**src/hw/rtl/llcc_pkg.sv**
```systemverilog
`timescale 1ns / 1ps
// ----------------------------------------------------------------------------
// llcc_pkg
// Shared widths, constants and the cell control bundle for the lagged
// letter coincidence counter.
// ----------------------------------------------------------------------------
package llcc_pkg;

    localparam int BYTE_W          = 8;
    localparam int LAG_W           = 5;
    localparam int OUT_CNT_W       = 16;
    localparam int MAX_LAG_DEF     = 16;
    localparam int COUNT_WIDTH_DEF = 16;

    localparam logic [BYTE_W-1:0] LOWER_A       = 8'h61;
    localparam logic [BYTE_W-1:0] LOWER_Z       = 8'h7A;
    localparam logic [LAG_W-1:0]  MAX_LAG_RESET = 5'd16;

    // Control broadcast from the top level to every cell.
    typedef struct packed {
        logic advance;  // an input item is accepted
        logic clear;    // that item ends the text
        logic load;     // capture report values
        logic shift;    // report chain moves one place toward the output
    } cell_ctrl_t;

endpackage

```
**src/hw/rtl/llcc_cell.sv**
```systemverilog
`timescale 1ns / 1ps
// ----------------------------------------------------------------------------
// llcc_cell
// One lag of the counter: a delay line byte, a saturating coincidence
// counter and one stage of the report shift chain.
// ----------------------------------------------------------------------------
module llcc_cell #(
    parameter int COUNT_WIDTH = llcc_pkg::COUNT_WIDTH_DEF
) (
    input  logic                              aclk,
    input  logic                              aresetn,
    input  llcc_pkg::cell_ctrl_t              ctrl,
    input  logic [llcc_pkg::BYTE_W-1:0]       new_byte,
    input  logic                              new_is_letter,
    input  logic [llcc_pkg::BYTE_W-1:0]       byte_in,
    output logic [llcc_pkg::BYTE_W-1:0]       byte_out,
    input  logic [llcc_pkg::OUT_CNT_W-1:0]    rep_in,
    output logic [llcc_pkg::OUT_CNT_W-1:0]    rep_out
);

    localparam int EXT_W = (COUNT_WIDTH > llcc_pkg::OUT_CNT_W) ?
                           COUNT_WIDTH : llcc_pkg::OUT_CNT_W;

    logic [llcc_pkg::BYTE_W-1:0]    byte_reg;
    logic [COUNT_WIDTH-1:0]         count_reg;
    logic [COUNT_WIDTH-1:0]         count_next;
    logic [llcc_pkg::OUT_CNT_W-1:0] rep_reg;
    logic [EXT_W-1:0]               count_ext;
    logic                           hit;

    assign hit        = new_is_letter && (byte_reg == new_byte) && !(&count_reg);
    assign count_next = hit ? count_reg + COUNT_WIDTH'(1) : count_reg;
    assign count_ext  = EXT_W'(count_next);

    always_ff @(posedge aclk) begin
        if (!aresetn) begin
            byte_reg  <= '0;
            count_reg <= '0;
        end else if (ctrl.advance) begin
            if (ctrl.clear) begin
                byte_reg  <= '0;
                count_reg <= '0;
            end else begin
                byte_reg  <= byte_in;
                count_reg <= count_next;
            end
        end
    end

    // Report stage: load includes the count of the ending byte itself.
    always_ff @(posedge aclk) begin
        if (ctrl.load) begin
            rep_reg <= count_ext[llcc_pkg::OUT_CNT_W-1:0];
        end else if (ctrl.shift) begin
            rep_reg <= rep_in;
        end
    end

    assign byte_out = byte_reg;
    assign rep_out  = rep_reg;

endmodule

```
**src/hw/rtl/lagged_letter_coincidence_counter.sv**
```systemverilog
`timescale 1ns / 1ps
// ----------------------------------------------------------------------------
// lagged_letter_coincidence_counter
// Counts equal lowercase letter pairs at every lag of a byte stream.
// ----------------------------------------------------------------------------
// Usage:
//   s_ channel: one text byte per item, s_text_end set on the final byte.
//   m_ channel: on each text end, one result per lag 1..max_lag in ascending
//   order, m_final_lag set on the last one.
//   cfg_we/cfg_wdata write max_lag (0 acts as 1, above MAX_LAG saturates).
// Throughput: one byte per cycle. A row of MAX_LAG cells each compares its
//   delay byte with the incoming byte and bumps its own counter in parallel.
// Latency: the first result is valid the cycle after the ending byte is
//   accepted; a report of N lags drains at one result per cycle while m_ready is high.
// Reports are captured into a shift chain, so the next text streams in while
//   a report drains. An ending byte waits (s_ready low) until the final
//   result of the previous report is taken; it can go in that same cycle.
// A stalled receiver holds the current result; text bytes keep flowing.
// Reset clears the delay line, counters and any pending report and sets
//   max_lag to 16.
// ----------------------------------------------------------------------------
module lagged_letter_coincidence_counter #(
    parameter int MAX_LAG     = llcc_pkg::MAX_LAG_DEF,
    parameter int COUNT_WIDTH = llcc_pkg::COUNT_WIDTH_DEF
) (
    input  logic                              aclk,
    input  logic                              aresetn,
    input  logic                              cfg_we,
    input  logic [llcc_pkg::LAG_W-1:0]        cfg_wdata,
    input  logic                              s_valid,
    output logic                              s_ready,
    input  logic [llcc_pkg::BYTE_W-1:0]       s_text_byte,
    input  logic                              s_text_end,
    output logic                              m_valid,
    input  logic                              m_ready,
    output logic [llcc_pkg::LAG_W-1:0]        m_lag,
    output logic [llcc_pkg::OUT_CNT_W-1:0]    m_coincidences,
    output logic                              m_final_lag
);

    localparam int IDX_W = $clog2(MAX_LAG + 1);
    localparam int LIM_W = (IDX_W > llcc_pkg::LAG_W) ? IDX_W : llcc_pkg::LAG_W;

    logic [llcc_pkg::LAG_W-1:0]     max_lag_reg;
    logic [IDX_W-1:0]               remain_reg;
    logic [LIM_W-1:0]               lag_reg;
    logic [LIM_W-1:0]               limit;
    logic [LIM_W-1:0]               max_lag_ext;
    logic                           is_letter;
    logic                           rep_free;
    logic                           pop;
    llcc_pkg::cell_ctrl_t           ctrl;

    logic [llcc_pkg::BYTE_W-1:0]    byte_chain [MAX_LAG+1];
    logic [llcc_pkg::OUT_CNT_W-1:0] rep_chain  [MAX_LAG+1];

    assign is_letter = (s_text_byte >= llcc_pkg::LOWER_A) &&
                       (s_text_byte <= llcc_pkg::LOWER_Z);

    // Report chain is free for a new capture once its last result leaves.
    assign pop      = m_valid && m_ready;
    assign rep_free = (remain_reg == '0) || ((remain_reg == IDX_W'(1)) && m_ready);
    assign s_ready  = aresetn && (!s_text_end || rep_free);

    assign ctrl.advance = s_valid && s_ready;
    assign ctrl.clear   = s_text_end;
    assign ctrl.load    = s_valid && s_ready && s_text_end;
    assign ctrl.shift   = pop;

    // Clamp the register to 1..MAX_LAG.
    assign max_lag_ext = LIM_W'(max_lag_reg);
    always_comb begin
        if (max_lag_ext == '0) begin
            limit = LIM_W'(1);
        end else if (max_lag_ext > LIM_W'(MAX_LAG)) begin
            limit = LIM_W'(MAX_LAG);
        end else begin
            limit = max_lag_ext;
        end
    end

    always_ff @(posedge aclk) begin
        if (!aresetn) begin
            max_lag_reg <= llcc_pkg::MAX_LAG_RESET;
        end else if (cfg_we) begin
            max_lag_reg <= cfg_wdata;
        end
    end

    always_ff @(posedge aclk) begin
        if (!aresetn) begin
            remain_reg <= '0;
            lag_reg    <= '0;
        end else if (ctrl.load) begin
            remain_reg <= IDX_W'(limit);
            lag_reg    <= LIM_W'(1);
        end else if (pop) begin
            remain_reg <= remain_reg - IDX_W'(1);
            lag_reg    <= lag_reg + LIM_W'(1);
        end
    end

    assign byte_chain[0]       = s_text_byte;
    assign rep_chain[MAX_LAG]  = '0;

    for (genvar t = 0; t < MAX_LAG; t++) begin : g_cell
        llcc_cell #(
            .COUNT_WIDTH (COUNT_WIDTH)
        ) u_cell (
            .aclk          (aclk),
            .aresetn       (aresetn),
            .ctrl          (ctrl),
            .new_byte      (s_text_byte),
            .new_is_letter (is_letter),
            .byte_in       (byte_chain[t]),
            .byte_out      (byte_chain[t+1]),
            .rep_in        (rep_chain[t+1]),
            .rep_out       (rep_chain[t])
        );
    end

    assign m_valid        = (remain_reg != '0);
    assign m_lag          = lag_reg[llcc_pkg::LAG_W-1:0];
    assign m_coincidences = rep_chain[0];
    assign m_final_lag    = (remain_reg == IDX_W'(1));

endmodule

```
**config.mk**
```make
export PLATFORM = sky130hd
export DESIGN_NAME = lagged_letter_coincidence_counter
export DESIGN_NICKNAME = d
export VERILOG_FILES = /design/src/hw/rtl/llcc_pkg.sv /design/src/hw/rtl/llcc_cell.sv /design/src/hw/rtl/lagged_letter_coincidence_counter.sv
export SDC_FILE = /design/constraint.sdc
export NUM_CORES = 2
export LEC_CHECK = 0
export ABC_AREA = 1
export BUFFER_PORTS_ARGS = -buffer_cell sky130_fd_sc_hd__buf_2
export CORE_MARGIN = 2
export CORE_UTILIZATION = 53
export DETAILED_ROUTE_END_ITERATION = 7
export PLACE_DENSITY = 0.72
export SETUP_SLACK_MARGIN = 0.5
export SYNTH_ARGS = -nofsm -noshare
export SYNTH_HDL_FRONTEND = slang
export SYNTH_SLANG_ARGS = --single-unit
```
**constraint.sdc**
```tcl
create_clock -name aclk -period 13.5 [get_ports aclk]
set_input_delay 4.05 -clock aclk [delete_from_list [all_inputs] [get_ports aclk]]
set_output_delay 4.05 -clock aclk [all_outputs]
set_load 0.02 [all_outputs]
```
Word level (Yosys, flattened, before mapping) --
Cells that the tools add are included.
Storage, ports and cells: register bits after elaboration 655, input port bits 19, output and inout bits 24
Cells by class: bitwise gates (word level) 1, reduce and logical (&&, ||, !) cells 78, add/subtract/negate cells 18, $lt $le $gt $ge 3, multiplexer cells 86, eq/ne operators 17
Operator list (count):
- $mux 16 | 64
- $add 16x1->16 const B | 16
- $reduce_and 16->1 | 16
- $eq 8x8->1 | 16
- $mux 8 | 16
- $logic_and 1x1->1 | 38
- $mux 5 | 4
- $logic_not 1->1 | 17
- $logic_not 5->1 | 2
- $ge 8x7->1 const B | 1
- $le 8x7->1 const B | 1
- $add 5x1->5 const B | 1
- $eq 5x1->1 const B | 1
- $gt 5x5->1 const B | 1
- $reduce_bool 5->1 | 1
- $sub 5x1->5 const B | 1
- $logic_or 1x1->1 | 2
- $mux 1 | 2
- $reduce_bool 2->1 | 1
- $reduce_or 2->1 | 1
- $not 1->1 | 1

Depth between registers and ports, before layout --
depth after elaboration 8, gate-level depth with buffers 15, gate-level depth less buffers 12

By module --
Synthesis repeated with hierarchy kept, for this count alone.
Second synthesis, totals: cells, all modules 5494, area, all modules 38369.3 um2
Modules (own cells, without submodules):
- llcc_cell (g_cell[0].u_cell ...) | cells each 335, area each 2336.0 um2, times used 15
- llcc_cell (g_cell[9].u_cell) | cells each 349, area each 2436.1 um2, times used 1
- lagged_letter_coincidence_counter | cells each 120, area each 893.4 um2, times used 1

Least setup slack after synthesis --
Ideal clock, no wire load.
path kind input port to flip-flop, from in aresetn, to reg remain_reg[4], cell stages on the path 6, arrival 10.867 ns, slack 2.505 ns, data required time 13.372 ns, cells stage by stage clkbuf_1 -> nand4_1 -> nand2_1 -> inv_1 -> a21oi_1 -> nor2_1
Between the ends: longest elaborated chain between the ends 4
RTL lines:
- start, declared | RTL line lagged_letter_coincidence_counter.sv:27 | input logic aresetn,
- $logic_and 1x1->1 | RTL line lagged_letter_coincidence_counter.sv:63 | assign s_ready = aresetn && (!s_text_end || rep_free);
- $logic_and 1x1->1 (2 in series) | RTL line lagged_letter_coincidence_counter.sv:67 | assign ctrl.load = s_valid && s_ready && s_text_end;
- $mux 5 or $reduce_bool 2->1 (tied branches)
- end signal, assigned | RTL line lagged_letter_coincidence_counter.sv:95 | remain_reg <= IDX_W'(limit);
- end signal, assigned | RTL line lagged_letter_coincidence_counter.sv:98 | remain_reg <= remain_reg - IDX_W'(1);
- end, declared | RTL line lagged_letter_coincidence_counter.sv:45 | logic [IDX_W-1:0] remain_reg;
Several ways; a longest one is shown, not always the timed one. A chain may end at the register's enable or synchronous reset.

Worst setup path in the final report --
from in aresetn, to out s_ready
Between the ends: longest elaborated chain between the ends 1
RTL lines:
- $logic_and 1x1->1 | RTL line lagged_letter_coincidence_counter.sv:63
- end, declared | RTL line lagged_letter_coincidence_counter.sv:31 | output logic s_ready,
Every way passes these cells.

==> metrics.md <==
| Metric | Value |
|---|---|
| Hold Vio Cnt, Final | 0 |
| Width of the chip | between 200 and 300 um |
| Startpoint of the tightest hold check path | max_lag_ext[0]$_SDFFE_PN0P_ |
| Placed Cells incl. Taps | 6450 |
| Peak supply drop | 173.7 uV |
| Worst-case clock skew | 0.01980 ns |
| DRC errors left | 0 |
| Net Count, Synth | 5753 |
| Final-stage net count | 5616 |
| Highest-count cells in the layout ignoring fill and taps | sky130_fd_sc_hd__nand2_1 (2724), sky130_fd_sc_hd__inv_1 (414), sky130_fd_sc_hd__nand3_1 (408) |
| Most common cell on crit path | sky130_fd_sc_hd__buf_2 |
| Post-CTS Repair Setup Buffers | 0 |
| Uppermost layer routed | met4 |
| DR WL met3 | ~4400 um |
| Post-synthesis instance area | 0.03815 mm2 |
| Mean post-synth cell area | 6.676 um2 |
| Wire length of the first global-routing pass | 160400 um |
| Post-DP Area | 0.03829 mm2 |
| Cell family contributing the most delay on the critical path | buffers and inverters |
| FF+latch count, synth | between 600 and 700 |
| Area delta synth->final | 7.154% |
| Standard cell core area | 0.07136 mm2 |
| Remaining global-route overflow | 0 |
| Leak | ~17 nW |
| Portion of the clock cycle consumed by the worst path in the final layout | 0.6977 |
| Critical Path Fanout Max | approximately 150 |
| Switching power share of the total | 0.2904 |
| Endpoint of the lowest-slack register-to-register path | g_cell[11].u_cell.rep_out[14]$_DFFE_PP_ |
| Root buffer cell | sky130_fd_sc_hd__clkbuf_16 |
| Drt wl/cell | 14.81 um |
| Kind of launch point of the worst setup path | input port |
| Die Outline Area | 0.07413 mm2 |
| Clock share of power | 0.369 |
| Buf/Inv on CP | 3 |
| Register share of total power | 0.468 |
| Sequential element share of the synthesized area | 0.4109 |
| Combined area of the multi-input logic cells | ~0.02 mm2 |
| Count of pins over their slew limit | 0 |
| Arrival @ worst endpoint | roughly 5.4 ns |
| Vias after detailed routing | 34670 |
| Gates resized, CTS repair | 0 |
| Switching pwr | between 1.5 and 2 mW |
| Sink of the worst hold path | max_lag_ext[0]$_SDFFE_PN0P_ |
| Hold Crit Class | register to register |
| Total GRT Usage | 0.2589 |
| Routed WL | 97540 um |
| Share of total power in combinational logic | 0.163 |
| Avg Vias per Cell | 5.263 |
| Endpoints failing setup | 0 |
| Ports placed on the boundary | 43 |
| M1 WL | 44790 um |
| Hold-fix buffers, CTS | 0 |
| Fillers | 6787 |
| # clock sinks | 655 |
| Required @ worst endpoint | 9.45 ns |
| Storage element area | around 0.016 mm2 |
| Largest net degree at the start of global routing | 211 |
| Antenna violations before repair | 0 |
| Critical R2R Launch | remain_reg[2]$_SDFFE_PN0P_ |
| Number of diodes | 0 |
| Cell count after synthesis | 5714 |
| FMAX | 106.2 MHz |
| Max Root-Sink Buffers | 3 |
| PwrDens | 141.6 mW/mm2 |
| Reg2Reg Depth | 9 |
| Proportion of layout cells with a drive suffix above 1 | 0.04931 |
| Count of standard-cell rows | 98 |
| Antenna Nets Post-Route | 0 |
| YS warnings | 0 |
| Count of unique library cells instantiated by Yosys | 42 |
| Design area | 0.04087 mm2 |
| Clock-pin slew reported for the worst setup and hold paths after clock tree synthesis | 0.06 ns |
| RSZ-0062 raised after global routing | false |
| Worst slew slack as a fraction of its limit | 0.2483 |
| Cells along the critical path | buf_2 > inv_8 > a21oi_1 > buf_2 |
| Cell internal power dissipation | 4.107 mW |
| I/O Buffers | 42 |
| Longest individual stage delay on the worst path | around 0.7 ns |
| Floorplan die height | 272.3 um |
| HPWL after DPL | 60880 um |
| Core occupancy in the finished layout | 0.5728 |
| Clock tree from TritonCTS | done |
| Setup slack of the worst register-to-register path | 9.77 ns |
| Final standard cell count with taps included and fillers excluded | 6588 |
| TNS Setup | 0 ns |
| Detailed Route Iter0 Violations | 2858 |
| Number of max-cap violations | 0 |
| RD Place Congestion | 0.8979 |
| Number of global-route vias before repair | 31410 |
| Slew @ Worst Pin | 1.127 ns |
| Worst hold path cell count | 2 |
| Minimum period implied by the final worst setup slack | 9.418 ns |
| Pre-antenna DRT Iters | 6 |
| Later-pin clock latency in the skew report | roughly 0.62 ns |
| Status | finished, final reports clean |
| Number of H-tree levels | 3 |
| Nature of the critical path endpoint | primary output |
| Most common cell after layout, fill and taps aside | sky130_fd_sc_hd__nand2_1 |
| Wire length on met2 | 45870 um |
| Critical Path Slowest Stage Cell | sky130_fd_sc_hd__inv_8 |
| TritonCTS buffer count | 75 |
| Critical path start-end classification | input port to primary output |
| Initial standard-cell utilization of the core | 0.5345 |
worst max-delay path by stage:
stage / startpoint / endpoint / slack, ns / depth (start not counted)
after floorplan: aresetn / remain_reg[4]$_SDFFE_PN0P_ / 2.50 / 6
after global placement: aresetn / s_ready / 4.05 / 4
after detailed placement: aresetn / s_ready / 4.06 / 4
after CTS: aresetn / s_ready / 4.06 / 4
after global routing: aresetn / s_ready / 3.93 / 4
final: aresetn / s_ready / 4.08 / 4
power by group through the flow:
stage	sequential (mW)	combinational (mW)	clock (mW)
finish	2.71	0.943	2.13
global route	2.74	1.04	2.24
CTS	2.71	0.953	2.16
detailed placement	2.75	0.950	0
global placement	2.74	0.944	0
floorplan	2.84	0.615	0
cell type report:
| cell class | count | area share |
|---|---|---|
| clock inverters | 35 | 0.01041 |
| clock buffers | 103 | 0.05274 |
| well taps | 950 | 0.02908 |
| multi-input cells | 4363 | 0.4754 |
| repair buffers | 58 | 0.009306 |
| flip-flops and latches | 655 | 0.3835 |
| inverters | 424 | 0.03961 |
cells in the mapped netlist, drive strengths merged:
master,number,area share
nand2,2739,0.27
nand3,432,0.060
inv,422,0.042
a21oi,409,0.055
dfxtp,399,0.21
nor2,389,0.042
edfxtp,256,0.20
buf,159,0.027
clkbuf,113,0.011
xor2,111,0.025
xnor2,86,0.020
nand4,83,0.014
o21ai,41,0.0054
ha,20,0.0066
nand3b,19,0.0037
nor3,16,0.0021
nor2b,6,0.00098
nor4,3,0.00049
and2b,2,0.00046
and3,2,0.00033
clkinv,2,0.00020
o21bai,2,0.00039
a31oi,1,0.00016
and2,1,0.00016
nor3b,1,0.00020
cells by family (layout without fill, tap and decap cells):
group,count (synthesis),in the layout,share of synthesized area
buf+inv,696,620,0.08010
fa+ha+maj,20,20,0.006560
simple gates,3693,3693,0.3964
flops,655,655,0.4109
compound gates,453,453,0.06078
xor+xnor,197,197,0.04523
metal layers:
layer  vias up  global-route usage
met5         -                   0
met4         0             0.07533
met1     15940              0.3504
li1      17720                   -
met2       857              0.4373
met3       153             0.02839
through the flow:
stage / setup slack [ns] / hold WS [ns] / power, mW
global placement: 4.055 / 0.4596 / 3.683
global route: 3.928 / 0.5047 / 6.023
finish: 4.082 / 0.4731 / 5.787
floorplan: 2.505 / 0.4341 / 3.459
detailed placement: 4.062 / 0.4689 / 3.697
CTS: 4.058 / 0.4759 / 5.824
worst min-delay path: cells and delay by family, from the launching register on:
| family | cells | cell delay [ns] |
|---|---|---|
| AO/OA/AOI/OAI | 1 | 0.06 |
| buffers and inverters | 1 | 0.07 |
| flip-flops | 1 | 0.30 |
(Power assumes the default switching activity.)
